### src/rtl/mcct_pkg.sv
// Package: shared types, constants and helpers of the countdown timer bank.
`timescale 1ns / 1ps
`default_nettype none
package mcct_pkg;

  localparam int NUM_TIMERS  = 16;
  localparam int COUNT_WIDTH = 24;
  localparam int MAX_RESULTS = 16;
  localparam int IDX_W       = (NUM_TIMERS > 1) ? $clog2(NUM_TIMERS) : 1;
  localparam int CNT_W       = $clog2(MAX_RESULTS + 1);

  localparam logic [32:0] COUNT_MAX = (33'd1 << COUNT_WIDTH) - 33'd1;

  typedef logic [COUNT_WIDTH-1:0] count_t;
  typedef logic [IDX_W-1:0]       idx_t;

  typedef enum logic [2:0] {
    CMD_ADD    = 3'd0,
    CMD_START  = 3'd1,
    CMD_PAUSE  = 3'd2,
    CMD_RESUME = 3'd3,
    CMD_RESET  = 3'd4,
    CMD_DELETE = 3'd5,
    CMD_TICK   = 3'd6
  } cmd_e;

  typedef enum logic [1:0] {
    EV_DONE    = 2'd0,
    EV_IGNORED = 2'd1,
    EV_EXPIRED = 2'd2,
    EV_FULL    = 2'd3
  } ev_e;

  typedef enum logic [1:0] {
    ST_STOPPED  = 2'd0,
    ST_RUNNING  = 2'd1,
    ST_PAUSED   = 2'd2,
    ST_FINISHED = 2'd3
  } st_e;

  typedef enum logic [2:0] {
    S_IDLE,
    S_DIRECT,
    S_READ,
    S_CMD,
    S_TICK_RD,
    S_TICK_EX,
    S_FLUSH
  } seq_state_e;

  // One slot as stored in the slot memory.
  typedef struct packed {
    count_t reload;
    count_t left;
    logic   rep;
    st_e    st;
  } rec_t;

  typedef struct packed {
    logic [3:0]  slot;
    ev_e         ev;
    st_e         st;
    logic [23:0] rem;
    logic        last;
  } res_t;

  // Valid-bit updates from the sequencer.
  typedef struct packed {
    logic set;
    logic clr;
    idx_t idx;
  } vctl_t;

  // Valid bits and first free slot back to the sequencer.
  typedef struct packed {
    logic [NUM_TIMERS-1:0] bits;
    logic                  free;
    idx_t                  free_idx;
  } vsts_t;

  function automatic count_t sat_len(input logic [23:0] len);
    logic [32:0] w;
    w = 33'(len);
    if (w > COUNT_MAX) begin
      w = COUNT_MAX;
    end
    return w[COUNT_WIDTH-1:0];
  endfunction

  function automatic logic [23:0] to_rem(input count_t c);
    logic [32:0] w;
    w = 33'(c);
    return w[23:0];
  endfunction

  function automatic idx_t slot_to_idx(input logic [3:0] s);
    logic [7:0] w;
    w = 8'(s);
    return w[IDX_W-1:0];
  endfunction

  function automatic logic [3:0] idx_to_slot(input idx_t i);
    logic [7:0] w;
    w = 8'(i);
    return w[3:0];
  endfunction

endpackage
`default_nettype wire

### src/rtl/mcct_if.sv
// Interfaces: request and result channels of the countdown timer bank.
`timescale 1ns / 1ps
`default_nettype none
interface mcct_req_if;
  logic        valid;
  logic        ready;
  logic [2:0]  command;
  logic [3:0]  slot;
  logic [23:0] length_seconds;
  logic        auto_reload;

  modport source (output valid, command, slot, length_seconds, auto_reload, input ready);
  modport sink   (input valid, command, slot, length_seconds, auto_reload, output ready);
endinterface

interface mcct_rsp_if;
  logic        valid;
  logic        ready;
  logic [3:0]  result_slot;
  logic [1:0]  event_kind;
  logic [1:0]  timer_state;
  logic [23:0] remaining_seconds;
  logic        last_result;

  modport source (output valid, result_slot, event_kind, timer_state, remaining_seconds,
                  last_result, input ready);
  modport sink   (input valid, result_slot, event_kind, timer_state, remaining_seconds,
                  last_result, output ready);
endinterface
`default_nettype wire

### src/rtl/mcct_ram.sv
// Generic single-port-write, single-port-read RAM with registered read data.
`timescale 1ns / 1ps
`default_nettype none
module mcct_ram #(
  parameter int WIDTH  = 8,
  parameter int DEPTH  = 16,
  parameter int ADDR_W = 4
) (
  input  wire logic              clk_i,
  input  wire logic              we_i,
  input  wire logic [ADDR_W-1:0] waddr_i,
  input  wire logic [WIDTH-1:0]  wdata_i,
  input  wire logic              re_i,
  input  wire logic [ADDR_W-1:0] raddr_i,
  output logic      [WIDTH-1:0]  rdata_o
);

  logic [WIDTH-1:0] mem_q [DEPTH];

  always_ff @(posedge clk_i) begin
    if (we_i) begin
      mem_q[waddr_i] <= wdata_i;
    end
  end

  always_ff @(posedge clk_i) begin
    if (re_i) begin
      rdata_o <= mem_q[raddr_i];
    end
  end

endmodule
`default_nettype wire

### src/rtl/mcct_valid.sv
// Slot valid bits and first-free-slot search.
`timescale 1ns / 1ps
`default_nettype none
module mcct_valid (
  input  wire logic           clk_i,
  input  wire logic           rst_ni,
  input  wire mcct_pkg::vctl_t vctl_i,
  output mcct_pkg::vsts_t      vsts_o
);
  import mcct_pkg::*;

  logic [NUM_TIMERS-1:0] valid_q, valid_d;

  always_comb begin
    valid_d = valid_q;
    if (vctl_i.set) begin
      valid_d[vctl_i.idx] = 1'b1;
    end
    if (vctl_i.clr) begin
      valid_d[vctl_i.idx] = 1'b0;
    end
  end

  always_ff @(posedge clk_i or negedge rst_ni) begin
    if (!rst_ni) begin
      valid_q <= '0;
    end else begin
      valid_q <= valid_d;
    end
  end

  // Lowest free slot wins: scan downward so the last hit is the lowest index.
  always_comb begin
    vsts_o.bits     = valid_q;
    vsts_o.free     = 1'b0;
    vsts_o.free_idx = '0;
    for (int i = NUM_TIMERS - 1; i >= 0; i--) begin
      if (!valid_q[i]) begin
        vsts_o.free     = 1'b1;
        vsts_o.free_idx = idx_t'(i);
      end
    end
  end

endmodule
`default_nettype wire

### src/rtl/mcct_seq.sv
// Sequencer: command decode, slot read-modify-write, tick sweep and result register.
`timescale 1ns / 1ps
`default_nettype none
module mcct_seq (
  input  wire logic            clk_i,
  input  wire logic            rst_ni,
  mcct_req_if.sink             req_i,
  mcct_rsp_if.source           rsp_o,
  input  wire mcct_pkg::vsts_t vsts_i,
  output mcct_pkg::vctl_t      vctl_o,
  output logic                 ram_we_o,
  output mcct_pkg::idx_t       ram_waddr_o,
  output mcct_pkg::rec_t       ram_wdata_o,
  output logic                 ram_re_o,
  output mcct_pkg::idx_t       ram_raddr_o,
  input  wire mcct_pkg::rec_t  ram_rdata_i
);
  import mcct_pkg::*;

  seq_state_e state_q, state_d;

  // captured request
  logic [2:0]  cmd_q;
  logic [3:0]  slot_q;
  logic [23:0] len_q;
  logic        rep_q;

  idx_t             idx_q, idx_d;
  logic [CNT_W-1:0] cnt_q, cnt_d;
  res_t             held_q, held_d;
  logic             held_vld_q, held_vld_d;
  res_t             out_q, out_d;
  logic             out_vld_q, out_vld_d;

  logic   out_free;
  logic   accept;
  logic   slot_ok;
  idx_t   cur_idx;
  logic   last_idx;

  // tick evaluation of the slot under the sweep
  logic   t_hit, t_exp, t_report, t_stall;
  rec_t   t_new;
  res_t   t_res;

  // command evaluation of the addressed slot
  logic   c_ok, c_we, c_del;
  rec_t   c_new;
  res_t   c_res;

  // direct results (add, empty slot)
  res_t   d_res;
  count_t a_len;

  assign out_free = !out_vld_q || rsp_o.ready;
  assign req_i.ready = (state_q == S_IDLE);
  assign accept   = req_i.valid && req_i.ready;
  assign slot_ok  = (32'(req_i.slot) < NUM_TIMERS) && vsts_i.bits[slot_to_idx(req_i.slot)];
  assign cur_idx  = slot_to_idx(slot_q);
  assign last_idx = (idx_q == idx_t'(NUM_TIMERS - 1));
  assign a_len    = sat_len(len_q);

  always_comb begin
    t_new    = ram_rdata_i;
    t_hit    = vsts_i.bits[idx_q] && (ram_rdata_i.st == ST_RUNNING) && (ram_rdata_i.left != '0);
    t_new.left = ram_rdata_i.left - count_t'(1);
    t_exp    = t_hit && (t_new.left == '0);
    if (t_exp) begin
      if (ram_rdata_i.rep) begin
        t_new.left = ram_rdata_i.reload;
        t_new.st   = ST_RUNNING;
      end else begin
        t_new.st   = ST_FINISHED;
      end
    end
    t_report = t_exp && (cnt_q < CNT_W'(MAX_RESULTS));
    t_stall  = t_report && held_vld_q && !out_free;
    t_res.slot = idx_to_slot(idx_q);
    t_res.ev   = EV_EXPIRED;
    t_res.st   = t_new.st;
    t_res.rem  = to_rem(t_new.left);
    t_res.last = 1'b0;
  end

  always_comb begin
    c_new = ram_rdata_i;
    c_ok  = 1'b0;
    c_we  = 1'b0;
    c_del = 1'b0;
    case (cmd_q)
      CMD_START: begin
        if (ram_rdata_i.st == ST_STOPPED || ram_rdata_i.st == ST_PAUSED) begin
          c_new.st = ST_RUNNING;
          c_ok     = 1'b1;
          c_we     = 1'b1;
        end
      end
      CMD_PAUSE: begin
        if (ram_rdata_i.st == ST_RUNNING) begin
          c_new.st = ST_PAUSED;
          c_ok     = 1'b1;
          c_we     = 1'b1;
        end
      end
      CMD_RESUME: begin
        if (ram_rdata_i.st == ST_PAUSED) begin
          c_new.st = ST_RUNNING;
          c_ok     = 1'b1;
          c_we     = 1'b1;
        end
      end
      CMD_RESET: begin
        c_new.st   = ST_STOPPED;
        c_new.left = ram_rdata_i.reload;
        c_ok       = 1'b1;
        c_we       = 1'b1;
      end
      CMD_DELETE: begin
        c_ok  = 1'b1;
        c_del = 1'b1;
      end
      default: begin
      end
    endcase
    c_res.slot = slot_q;
    c_res.ev   = c_ok ? EV_DONE : EV_IGNORED;
    c_res.st   = c_del ? ST_STOPPED : c_new.st;
    c_res.rem  = c_del ? 24'd0 : to_rem(c_new.left);
    c_res.last = 1'b1;
  end

  always_comb begin
    d_res.last = 1'b1;
    d_res.st   = ST_STOPPED;
    d_res.rem  = '0;
    d_res.slot = '0;
    d_res.ev   = EV_IGNORED;
    if (cmd_q == CMD_ADD) begin
      if (len_q == '0) begin
        d_res.ev = EV_IGNORED;
      end else if (!vsts_i.free) begin
        d_res.ev = EV_FULL;
      end else begin
        d_res.ev   = EV_DONE;
        d_res.slot = idx_to_slot(vsts_i.free_idx);
        d_res.rem  = to_rem(a_len);
      end
    end else begin
      d_res.slot = slot_q;
    end
  end

  // next state
  always_comb begin
    state_d = state_q;
    case (state_q)
      S_IDLE: begin
        if (req_i.valid) begin
          if (req_i.command == CMD_TICK) begin
            state_d = S_TICK_RD;
          end else if (req_i.command == CMD_ADD) begin
            state_d = S_DIRECT;
          end else if (slot_ok) begin
            state_d = S_READ;
          end else begin
            state_d = S_DIRECT;
          end
        end
      end
      S_DIRECT: begin
        if (out_free) begin
          state_d = S_IDLE;
        end
      end
      S_READ:    state_d = S_CMD;
      S_CMD: begin
        if (out_free) begin
          state_d = S_IDLE;
        end
      end
      S_TICK_RD: state_d = S_TICK_EX;
      S_TICK_EX: begin
        if (!t_stall) begin
          state_d = last_idx ? S_FLUSH : S_TICK_RD;
        end
      end
      S_FLUSH: begin
        if (!held_vld_q || out_free) begin
          state_d = S_IDLE;
        end
      end
      default:   state_d = S_IDLE;
    endcase
  end

  // outputs and datapath
  always_comb begin
    ram_re_o    = 1'b0;
    ram_raddr_o = cur_idx;
    ram_we_o    = 1'b0;
    ram_waddr_o = cur_idx;
    ram_wdata_o = c_new;
    vctl_o      = '0;
    vctl_o.idx  = cur_idx;
    idx_d       = idx_q;
    cnt_d       = cnt_q;
    held_d      = held_q;
    held_vld_d  = held_vld_q;
    out_d       = out_q;
    out_vld_d   = rsp_o.ready ? 1'b0 : out_vld_q;

    case (state_q)
      S_IDLE: begin
        if (accept) begin
          idx_d      = '0;
          cnt_d      = '0;
          held_vld_d = 1'b0;
        end
      end
      S_DIRECT: begin
        if (out_free) begin
          out_d     = d_res;
          out_vld_d = 1'b1;
          if (cmd_q == CMD_ADD && len_q != '0 && vsts_i.free) begin
            ram_we_o           = 1'b1;
            ram_waddr_o        = vsts_i.free_idx;
            ram_wdata_o.reload = a_len;
            ram_wdata_o.left   = a_len;
            ram_wdata_o.rep    = rep_q;
            ram_wdata_o.st     = ST_STOPPED;
            vctl_o.set         = 1'b1;
            vctl_o.idx         = vsts_i.free_idx;
          end
        end
      end
      S_READ: begin
        ram_re_o = 1'b1;
      end
      S_CMD: begin
        if (out_free) begin
          out_d      = c_res;
          out_vld_d  = 1'b1;
          ram_we_o   = c_we;
          vctl_o.clr = c_del;
        end
      end
      S_TICK_RD: begin
        ram_re_o    = 1'b1;
        ram_raddr_o = idx_q;
      end
      S_TICK_EX: begin
        if (!t_stall) begin
          ram_we_o    = t_hit;
          ram_waddr_o = idx_q;
          ram_wdata_o = t_new;
          if (t_report) begin
            // push the earlier expiry out, keep this one back until the next expiry or the end of the sweep
            if (held_vld_q) begin
              out_d     = held_q;
              out_vld_d = 1'b1;
            end
            held_d     = t_res;
            held_vld_d = 1'b1;
            cnt_d      = cnt_q + CNT_W'(1);
          end
          if (!last_idx) begin
            idx_d = idx_q + idx_t'(1);
          end
        end
      end
      S_FLUSH: begin
        if (held_vld_q && out_free) begin
          out_d      = held_q;
          out_d.last = 1'b1;
          out_vld_d  = 1'b1;
          held_vld_d = 1'b0;
        end
      end
      default: begin
      end
    endcase
  end

  always_ff @(posedge clk_i or negedge rst_ni) begin
    if (!rst_ni) begin
      state_q    <= S_IDLE;
      out_vld_q  <= 1'b0;
      held_vld_q <= 1'b0;
      idx_q      <= '0;
      cnt_q      <= '0;
    end else begin
      state_q    <= state_d;
      out_vld_q  <= out_vld_d;
      held_vld_q <= held_vld_d;
      idx_q      <= idx_d;
      cnt_q      <= cnt_d;
    end
  end

  always_ff @(posedge clk_i) begin
    out_q  <= out_d;
    held_q <= held_d;
    if (accept) begin
      cmd_q  <= req_i.command;
      slot_q <= req_i.slot;
      len_q  <= req_i.length_seconds;
      rep_q  <= req_i.auto_reload;
    end
  end

  assign rsp_o.valid             = out_vld_q;
  assign rsp_o.result_slot       = out_q.slot;
  assign rsp_o.event_kind        = out_q.ev;
  assign rsp_o.timer_state       = out_q.st;
  assign rsp_o.remaining_seconds = out_q.rem;
  assign rsp_o.last_result       = out_q.last;

endmodule
`default_nettype wire

### src/rtl/multi_channel_countdown_timer.sv
// Top level: bank of countdown timers with auto-reload, slot state in one RAM.
//
//   channel   dir  handshake        contents
//   req_i     in   valid / ready    command, slot, length_seconds, auto_reload
//   rsp_o     out  valid / ready    result_slot, event_kind, timer_state,
//                                   remaining_seconds, last_result
//
// One request at a time. Add, or a command on an empty slot, is answered from
// S_DIRECT; other commands read the slot RAM, then update and write back.
// A tick sweeps every slot (read, then update), then flushes the held result;
// the sweep stalls on an expiry while an earlier one is held and the output is full.
// Reset clears the valid bits and the sequencer state; the slot RAM needs no clearing pass.
// The request side is ready again while the last result still waits in the output register.
`timescale 1ns / 1ps
`default_nettype none
module multi_channel_countdown_timer (
  input  wire logic  clk_i,
  input  wire logic  rst_ni,
  mcct_req_if.sink   req_i,
  mcct_rsp_if.source rsp_o
);
  import mcct_pkg::*;

  vctl_t vctl;
  vsts_t vsts;
  logic  ram_we;
  logic  ram_re;
  idx_t  ram_waddr;
  idx_t  ram_raddr;
  rec_t  ram_wdata;
  rec_t  ram_rdata;

  mcct_valid u_valid (
    .clk_i  (clk_i),
    .rst_ni (rst_ni),
    .vctl_i (vctl),
    .vsts_o (vsts)
  );

  mcct_ram #(
    .WIDTH  ($bits(rec_t)),
    .DEPTH  (NUM_TIMERS),
    .ADDR_W (IDX_W)
  ) u_ram (
    .clk_i   (clk_i),
    .we_i    (ram_we),
    .waddr_i (ram_waddr),
    .wdata_i (ram_wdata),
    .re_i    (ram_re),
    .raddr_i (ram_raddr),
    .rdata_o (ram_rdata)
  );

  mcct_seq u_seq (
    .clk_i       (clk_i),
    .rst_ni      (rst_ni),
    .req_i       (req_i),
    .rsp_o       (rsp_o),
    .vsts_i      (vsts),
    .vctl_o      (vctl),
    .ram_we_o    (ram_we),
    .ram_waddr_o (ram_waddr),
    .ram_wdata_o (ram_wdata),
    .ram_re_o    (ram_re),
    .ram_raddr_o (ram_raddr),
    .ram_rdata_i (ram_rdata)
  );

endmodule
`default_nettype wire

### src/flat_wrapper.sv
// flat-port wrapper written by rule: the top's interface ports become plain ports
module multi_channel_countdown_timer_flat import mcct_pkg::*;
  (clk_i, rst_ni, req_i_valid, req_i_command, req_i_slot, req_i_length_seconds, req_i_auto_reload, req_i_ready, rsp_o_valid, rsp_o_result_slot, rsp_o_event_kind, rsp_o_timer_state, rsp_o_remaining_seconds, rsp_o_last_result, rsp_o_ready);
  mcct_req_if req_i_i ();
  mcct_rsp_if rsp_o_i ();
  input  wire logic clk_i;
  input  wire logic rst_ni;
  input wire logic [$bits(req_i_i.valid)-1:0] req_i_valid;
  input wire logic [$bits(req_i_i.command)-1:0] req_i_command;
  input wire logic [$bits(req_i_i.slot)-1:0] req_i_slot;
  input wire logic [$bits(req_i_i.length_seconds)-1:0] req_i_length_seconds;
  input wire logic [$bits(req_i_i.auto_reload)-1:0] req_i_auto_reload;
  output wire logic [$bits(req_i_i.ready)-1:0] req_i_ready;
  output wire logic [$bits(rsp_o_i.valid)-1:0] rsp_o_valid;
  output wire logic [$bits(rsp_o_i.result_slot)-1:0] rsp_o_result_slot;
  output wire logic [$bits(rsp_o_i.event_kind)-1:0] rsp_o_event_kind;
  output wire logic [$bits(rsp_o_i.timer_state)-1:0] rsp_o_timer_state;
  output wire logic [$bits(rsp_o_i.remaining_seconds)-1:0] rsp_o_remaining_seconds;
  output wire logic [$bits(rsp_o_i.last_result)-1:0] rsp_o_last_result;
  input wire logic [$bits(rsp_o_i.ready)-1:0] rsp_o_ready;
  assign req_i_i.valid = req_i_valid;
  assign req_i_i.command = req_i_command;
  assign req_i_i.slot = req_i_slot;
  assign req_i_i.length_seconds = req_i_length_seconds;
  assign req_i_i.auto_reload = req_i_auto_reload;
  assign req_i_ready = req_i_i.ready;
  assign rsp_o_valid = rsp_o_i.valid;
  assign rsp_o_result_slot = rsp_o_i.result_slot;
  assign rsp_o_event_kind = rsp_o_i.event_kind;
  assign rsp_o_timer_state = rsp_o_i.timer_state;
  assign rsp_o_remaining_seconds = rsp_o_i.remaining_seconds;
  assign rsp_o_last_result = rsp_o_i.last_result;
  assign rsp_o_i.ready = rsp_o_ready;
  multi_channel_countdown_timer u_core (.clk_i(clk_i), .rst_ni(rst_ni), .req_i(req_i_i), .rsp_o(rsp_o_i));
endmodule
### config.mk
export PLATFORM = sky130hd
export DESIGN_NAME = multi_channel_countdown_timer_flat
export DESIGN_NICKNAME = d
export VERILOG_FILES = /design/src/rtl/mcct_pkg.sv /design/src/rtl/mcct_if.sv /design/src/rtl/mcct_ram.sv /design/src/rtl/mcct_valid.sv /design/src/rtl/mcct_seq.sv /design/src/rtl/multi_channel_countdown_timer.sv /design/src/flat_wrapper.sv
export SDC_FILE = /design/constraint.sdc
export NUM_CORES = 1
export LEC_CHECK = 0
export BUFFER_PORTS_ARGS = -buffer_cell sky130_fd_sc_hd__buf_2
export CAP_MARGIN = 20
export CORE_ASPECT_RATIO = 0.8
export CORE_MARGIN = 8
export CORE_UTILIZATION = 45
export DETAILED_ROUTE_END_ITERATION = 8
export GPL_TIMING_DRIVEN = 0
export SETUP_SLACK_MARGIN = 0.3
export SYNTH_ARGS = -nofsm -noshare
export SYNTH_HDL_FRONTEND = slang
export SYNTH_HIERARCHICAL = 1
export SYNTH_SLANG_ARGS = --single-unit
### constraint.sdc
create_clock -name clk_i -period 7 [get_ports clk_i]
set_input_delay 0.35 -clock clk_i [delete_from_list [all_inputs] [get_ports clk_i]]
set_output_delay 0.35 -clock clk_i [all_outputs]
set_load 0.01 [all_outputs]
# Word level (Yosys, flattened, before mapping)
# Memory sizes are Yosys's and may differ from the RTL's. A register that Yosys moved wholly into a read port is not among the register bits.
# Index checks and enable logic that the tools add are counted.
dict set report word_totals {
  output_inout_bits 35
  ram_bits 816
  memories 1
  ff_bits 125
  in_bits 36
}
# memory words word_bits read_ports rd_clocked_by_memory_dff write_ports line_no
set memory_table {}
lappend memory_table {u_core.u_ram.mem_q 16 51 1 1 1 mcct_ram.sv:18} ;# logic [WIDTH-1:0] mem_q [DEPTH];
dict set report classes {
  muxes 108
  addsub 3
  n_eq_ne 26
  n_bitwise 4
  n_reduce_logical 37
  n_lt_le_gt_ge 5
}
# cell n
set ops {}
lappend ops {{$mux 33} 6}
lappend ops {{$mux 24} 7}
lappend ops {{$pmux 33 s4} 1}
lappend ops {{$mux 51} 2}
lappend ops {{$pmux 51 s2} 1}
lappend ops {{$mux 5} 19}
lappend ops {{$logic_not 24->1} 2}
lappend ops {{$reduce_bool 24->1} 2}
lappend ops {{$mux 4} 11}
lappend ops {{$mux 16} 2}
lappend ops {{$mux 1} 28}
lappend ops {{$mux 27} 1}
lappend ops {{$mux 2} 12}
lappend ops {{$sub 24x1->24 const B} 1}
lappend ops {{$eq 3x3->1 const B} 6}
lappend ops {{$ne 2x2->1 const B} 9}
lappend ops {{$pmux 3 s6} 1}
lappend ops {{$and 16x16->16} 1}
lappend ops {{$not 16->16} 1}
lappend ops {{$or 16x16->16} 1}
lappend ops {{$pmux 4 s2} 2}
lappend ops {{$lt 4x5->1 const B} 3}
lappend ops {{$mux 3} 5}
lappend ops {{$eq 3x2->1 const B} 4}
lappend ops {{29 further kinds} 55}

# Longest topological paths before layout
dict set report logic_depth {
  ltp_word 28
  depth_mapped 15
  depth_no_buf 13
}

# Hierarchy
# Netlist, hierarchy kept.
# mod cells_per_inst instances seq_area_each_um2 area_each_um2
set by_module_without_submodules {}
lappend by_module_without_submodules {mcct_ram 1320 1 26035.0 32125.8}
lappend by_module_without_submodules {mcct_seq 730 1 3203.1 7240.7}
lappend by_module_without_submodules {mcct_valid 94 1 400.4 840.8}

# Worst setup path before layout
# No wires, ideal clock.
dict set report synth_timing {
  path_type {reg-to-reg}
  start {register u_core.u_ram.rdata_o[3], read port of u_core.u_ram.mem_q}
  end {memory u_core/u_ram/mem_q[0][0] (netlist name) (enable)}
  period_less_slack_ns 7.459
  arrival_ns 6.937
  n_path_buf 0
  setup_time_ns 0.522
  required_time_ns 6.478
  setup_slack_ns -0.459
  stages_incl_launch_ff 12
  path_cell_list {edfxtp_1 > inv_1 > ha_1 > or4b_2 > nor2_1 > xnor2_1 > nand3_1 > or4_4 > o21ai_2 > o211ai_1 > or3b_2 > nor3_1}
}
# item line_no
set synth_lines {}
lappend synth_lines {{from (decl)} mcct_ram.sv:15} ;# output logic [WIDTH-1:0] rdata_o
lappend synth_lines {{$sub 24x1->24 / $reduce_bool 24->1 (equally long branches)} {mcct_seq.sv:66, mcct_seq.sv:65}}
lappend synth_lines {{$logic_not 24->1 / $logic_and 1x1->1 (equally long branches)} {mcct_seq.sv:67, mcct_seq.sv:65}}
lappend synth_lines {{$logic_and 1x1->1 *} mcct_seq.sv:67} ;# t_exp = t_hit && (t_new.left == '0);
lappend synth_lines {{$logic_and 1x1->1 *} mcct_seq.sv:76} ;# t_report = t_exp && (cnt_q < CNT_W'(MAX_RESULTS));
lappend synth_lines {{$logic_and 1x1->1 * (2 in a row)} mcct_seq.sv:77} ;# t_stall = t_report && held_vld_q && !out_free;
lappend synth_lines {{$mux 4 *} mcct_seq.sv:252} ;# if (!t_stall) begin
lappend synth_lines {{$pmux 4 s2 *} mcct_seq.sv:212} ;# case (state_q)
lappend synth_lines {{named net u_core.ram_waddr[2]} multi_channel_countdown_timer.sv:28} ;# idx_t ram_waddr;
lappend synth_lines {{to (decl)} mcct_ram.sv:18}
# Mark *: on every way through the listed nets, which the timed path passes. The rest lies on a longest branch.

# Final worst setup path
dict set report layout_timing {
  start {register u_core.u_seq.len_q[19] (netlist: u_core/u_seq/a_len[19])}
  end {memory u_core/u_ram/mem_q[9][13] (netlist name) (enable)}
}
# item line_no
set layout_lines {}
lappend layout_lines {{from (decl)} mcct_seq.sv:25} ;# logic [23:0] len_q;
lappend layout_lines {{from (signal assigned)} mcct_seq.sv:306} ;# len_q <= req_i.length_seconds;
lappend layout_lines {{$reduce_bool 24->1} mcct_seq.sv:224} ;# if (cmd_q == CMD_ADD && len_q != '0 && vsts_i.free) begin
lappend layout_lines {{$logic_and 1x1->1 (2 in a row)} mcct_seq.sv:224}
lappend layout_lines {{$mux 4} mcct_seq.sv:224}
lappend layout_lines {{$mux 4} mcct_seq.sv:221} ;# if (out_free) begin
lappend layout_lines {{$pmux 4 s2} mcct_seq.sv:212}
lappend layout_lines {{named net u_core.ram_waddr[1]} multi_channel_countdown_timer.sv:28}
# The timed path passes the listed nets, and every way through them passes these cells.

==> flow_summary.json <==
{
  "status": "completed",
  "hp-class": "in2reg",
  "whs_ps": 91.77,
  "max_stage_delay_ps": 780,
  "cts.path.max_buffers": 3,
  "cp-start-kind": "flop",
  "fin_util_pct": 52.60,
  "grt_pass1_wl_mm": 165.0,
  "slowest_stage": "o2111ai_1",
  "numPortBuffers": 70,
  "ys_seq_area_share_pct": 73.71,
  "p_total_mw": 20.41,
  "dp_cells": 3462,
  "busiest_layer": "met1",
  "grt_max_degree": 34,
  "fp.dieH_um": 283.4,
  "root_buffer": "clkbuf_16",
  "power-per-cell-area_nw_per_um2": 436.5,
  "gp_congestion": 0.9487,
  "synth_warnings": 6,
  "p_leak_nw": 15.25,
  "rows": 98,
  "nFillCells": 7022,
  "worstMarginPinSlew_ps": 1121,
  "clk_pin_slew_worst_paths_ps": 70,
  "peakVddDrop_uv": 248.7,
  "layout.cells.non_filler": 3680,
  "insertion_delay_ps": 690,
  "cts_resized": 0,
  "use_met3_pct": 4.660,
  "use_met1_pct": 35.58,
  "tns_ps": 0,
  "syn_area_um2": 40210,
  "drv_slew": 0,
  "io_pins": 71,
  "fin_nets": 2439,
  "cts_tree": "yes",
  "vias_per_cell": 6.225,
  "min_period_over_period_pct": 95.52,
  "die_w_um": 350.2,
  "rsz0062_at_grt": "false",
  "diodes": 0,
  "placed_area_um2": 43180,
  "ant_nets": 0,
  "syn_to_final_growth_pct": 16.31,
  "grt_overflow_total": 0,
  "slew_headroom_pct": 24.95,
  "wirelength_mm": 115.8,
  "gr-usage-met2_pct": 33.46,
  "grt_usage_pct": 23.06,
  "finalHoldViolations": 0,
  "layout-drive-gt1-share_pct": 23.99,
  "skew_ps": 52.71,
  "critPathKind": "reg2reg",
  "setup_viol": 0,
  "synth_cell_type_count": 77,
  "synth_edf_count": 962,
  "initial_core_util_pct": 45.23,
  "period_needed_ps": 6687,
  "drtIter0Drc": 3264,
  "wl_per_cell_um": 31.48,
  "synthCells": 2144,
  "worstPathCellList": "nor4_1 > nand4_1 > o2111ai_1 > nor3b_1 > nand2b_1 > clkbuf_1 > inv_1 > clkbuf_1 > nand2_1 > o211ai_1 > nand2b_1 > nor2_4 > buf_12 > buf_12",
  "antenna_found_initial": 3,
  "first_pass_iters": 9,
  "hpwl_mm": 77.48,
  "first_global_vias": 22330,
  "max_cap_violations": 0,
  "cp_max_fo": 21,
  "ys_async_sr_fraction_pct": 3.024,
  "layout_setup_ws_ps": 313.4,
  "required_ps": 7350,
  "syn_nets": 2185,
  "numCtsBuffers": 98,
  "cts_sinks": 992,
  "htreeDepth": 3,
  "cp.arrival_ps": 7040,
  "ys.flop_type": "edfxtp_1",
  "design_area_um2": 46760,
  "drc": 0,
  "dieArea_um2": 99230,
  "core_area_um2": 88900,
  "post_synth.cell_area_avg_um2": 18.75,
  "ys_ff_latch": 992,
  "max_freq_mhz": 149.6,
  "vias": 22910,
  "end_kind": "flop",
  "place_ws_ps": 643.0
}
[worst paths after layout]
kind / end / cells past startpoint / slack, ps / start
setup / recovery: u_core/u_ram/mem_q[9][13]$_DFFE_PP_ / 14 / 310 / u_core/u_seq/a_len[19]$_DFFE_PP_
hold / removal: u_core/u_seq/state_q[2]$_DFFE_PN0P_ / 4 / 90 / req_i_valid
setup reg to reg: u_core/u_ram/mem_q[9][13]$_DFFE_PP_ / 14 / 310 / u_core/u_seq/a_len[19]$_DFFE_PP_
hold reg to reg: u_core/u_seq/held_q[29]$_DFFE_PP_ / 0 / 510 / u_core/u_seq/idx_q[0]$_DFFE_PN0P_
max in group asynchronous: u_core/u_seq/cnt_q[3]$_DFFE_PN0P_ / 2 / 6200 / rst_ni
min in group asynchronous: u_core/u_valid/valid_q[12]$_DFF_PN0_ / 2 / 310 / rst_ni
[power breakdown]
| group | internal, mW | total, mW | switching [mW] |
|---|---|---|---|
| Sequential | 8.24 | 8.74 | 0.506 |
| Combinational | 2.16 | 6.37 | 4.21 |
| Clock | 3.04 | 5.30 | 2.26 |
| Total | 13.4 | 20.4 | 6.98 |
[layout make-up]
cell class                 instances  area, um2  area share, %
clock inverter                    61      650.6          1.391
buffer                           122      635.6          1.359
inverter                          25      93.84         0.2007
tap                             1200       1501          3.211
clock buffer                     121       2581          5.520
sequential                       992      29640          63.38
timing repair buffer             154       1670          3.572
multi-input combinational       1005       9992          21.37
[cells in the mapped netlist, types with 6 or more instances]
library cell	instances	area share, %
edfxtp_1	962	72
mux4_2	213	12
nand2_1	169	1.6
a22oi_1	125	2.3
clkbuf_1	72	0.67
nor2_1	70	0.65
a221o_1	48	1.2
a21oi_1	37	0.46
dfrtp_1	30	1.9
o21ai_0	28	0.35
and3_1	27	0.42
mux2_2	26	0.73
nor3_1	26	0.32
inv_1	25	0.23
nand3_1	24	0.30
buf_2	19	0.24
buf_6	16	0.45
a21o_1	15	0.28
nand4_1	15	0.23
nor4_1	12	0.19
xnor2_1	12	0.26
a31oi_1	11	0.17
mux2i_1	9	0.22
nor2b_1	9	0.14
buf_1	8	0.075
nand2b_1	8	0.12
and2_1	7	0.11
o211ai_1	7	0.13
o21a_1	7	0.13
buf_4	6	0.11
or2_2	6	0.093
xor2_1	6	0.13
[registers in the layout, indices dropped and copies added, names as in the netlist, 4 cells and up]
| register | flops |
|---|---|
| u_core/u_seq/cnt_q | 5 |
| u_core/u_seq/held_q | 30 |
| u_core/u_seq/rsp_o.result_slot | 4 |
| u_core/u_seq/cur_idx | 4 |
| u_core/u_valid/valid_q | 16 |
| u_core/u_ram/rdata_o | 51 |
| u_core/u_seq/a_len | 24 |
| u_core/u_ram/mem_q | 816 |
| u_core/u_seq/rsp_o.remaining_seconds | 24 |
| u_core/u_seq/idx_q | 4 |
[worst max-delay path: cells and delay by family (launching register included)]
family | cells | cell delay [ps]
AO/OA/AOI/OAI | 2 | 1230
buffers and inverters | 5 | 1490
flip-flops | 1 | 560
AND/OR/NAND/NOR | 7 | 3000
[cell families after synthesis]
family / synth area share, %
DFF: 73.71
AOI/OAI and AO/OA: 5.723
adders and majority gates: 0.1556
muxes: 12.91
and+or+nand+nor: 5.290
xor gates and xnor gates: 0.3921
buffers and inverters: 1.814
[repair_timing]
item	CTS	global route
setup buffers	0	0
hold endpoints to repair	62	0
hold buffers	33	0
endpoints found under the setup margin	0	0
[cells in the final DEF (no fill, tap or decap), types with 11 or more instances in the layout]
master / instances
xnor2_1: 12
nor2_4: 13
nor4_1: 12
a31oi_1: 11
edfxtp_1: 962
clkbuf_16: 100
a22oi_1: 125
clkinv_1: 22
mux4_2: 213
nor2_1: 57
buf_6: 19
dfrtp_1: 30
a221o_1: 48
buf_2: 89
a21o_1: 15
nand2_1: 169
a21oi_1: 37
buf_4: 12
o21ai_0: 24
buf_12: 26
dlygate4sd3_1: 33
bufinv_16: 11
inv_1: 23
buf_16: 12
nand3_1: 24
nor3_1: 21
mux2_2: 26
nand4_1: 15
clkbuf_1: 93
and3_1: 27
clkinv_2: 18
[routing by layer]
| metal | wire (um) | up-vias |
|---|---|---|
| met3 | 10890 | 168 |
| met5 | 0 | - |
| li1 | - | 9374 |
| met4 | 2876 | 0 |
| met1 | 51250 | 12200 |
| met2 | 50820 | 1169 |
No activity file was read; power rests on OpenSTA's default activity.
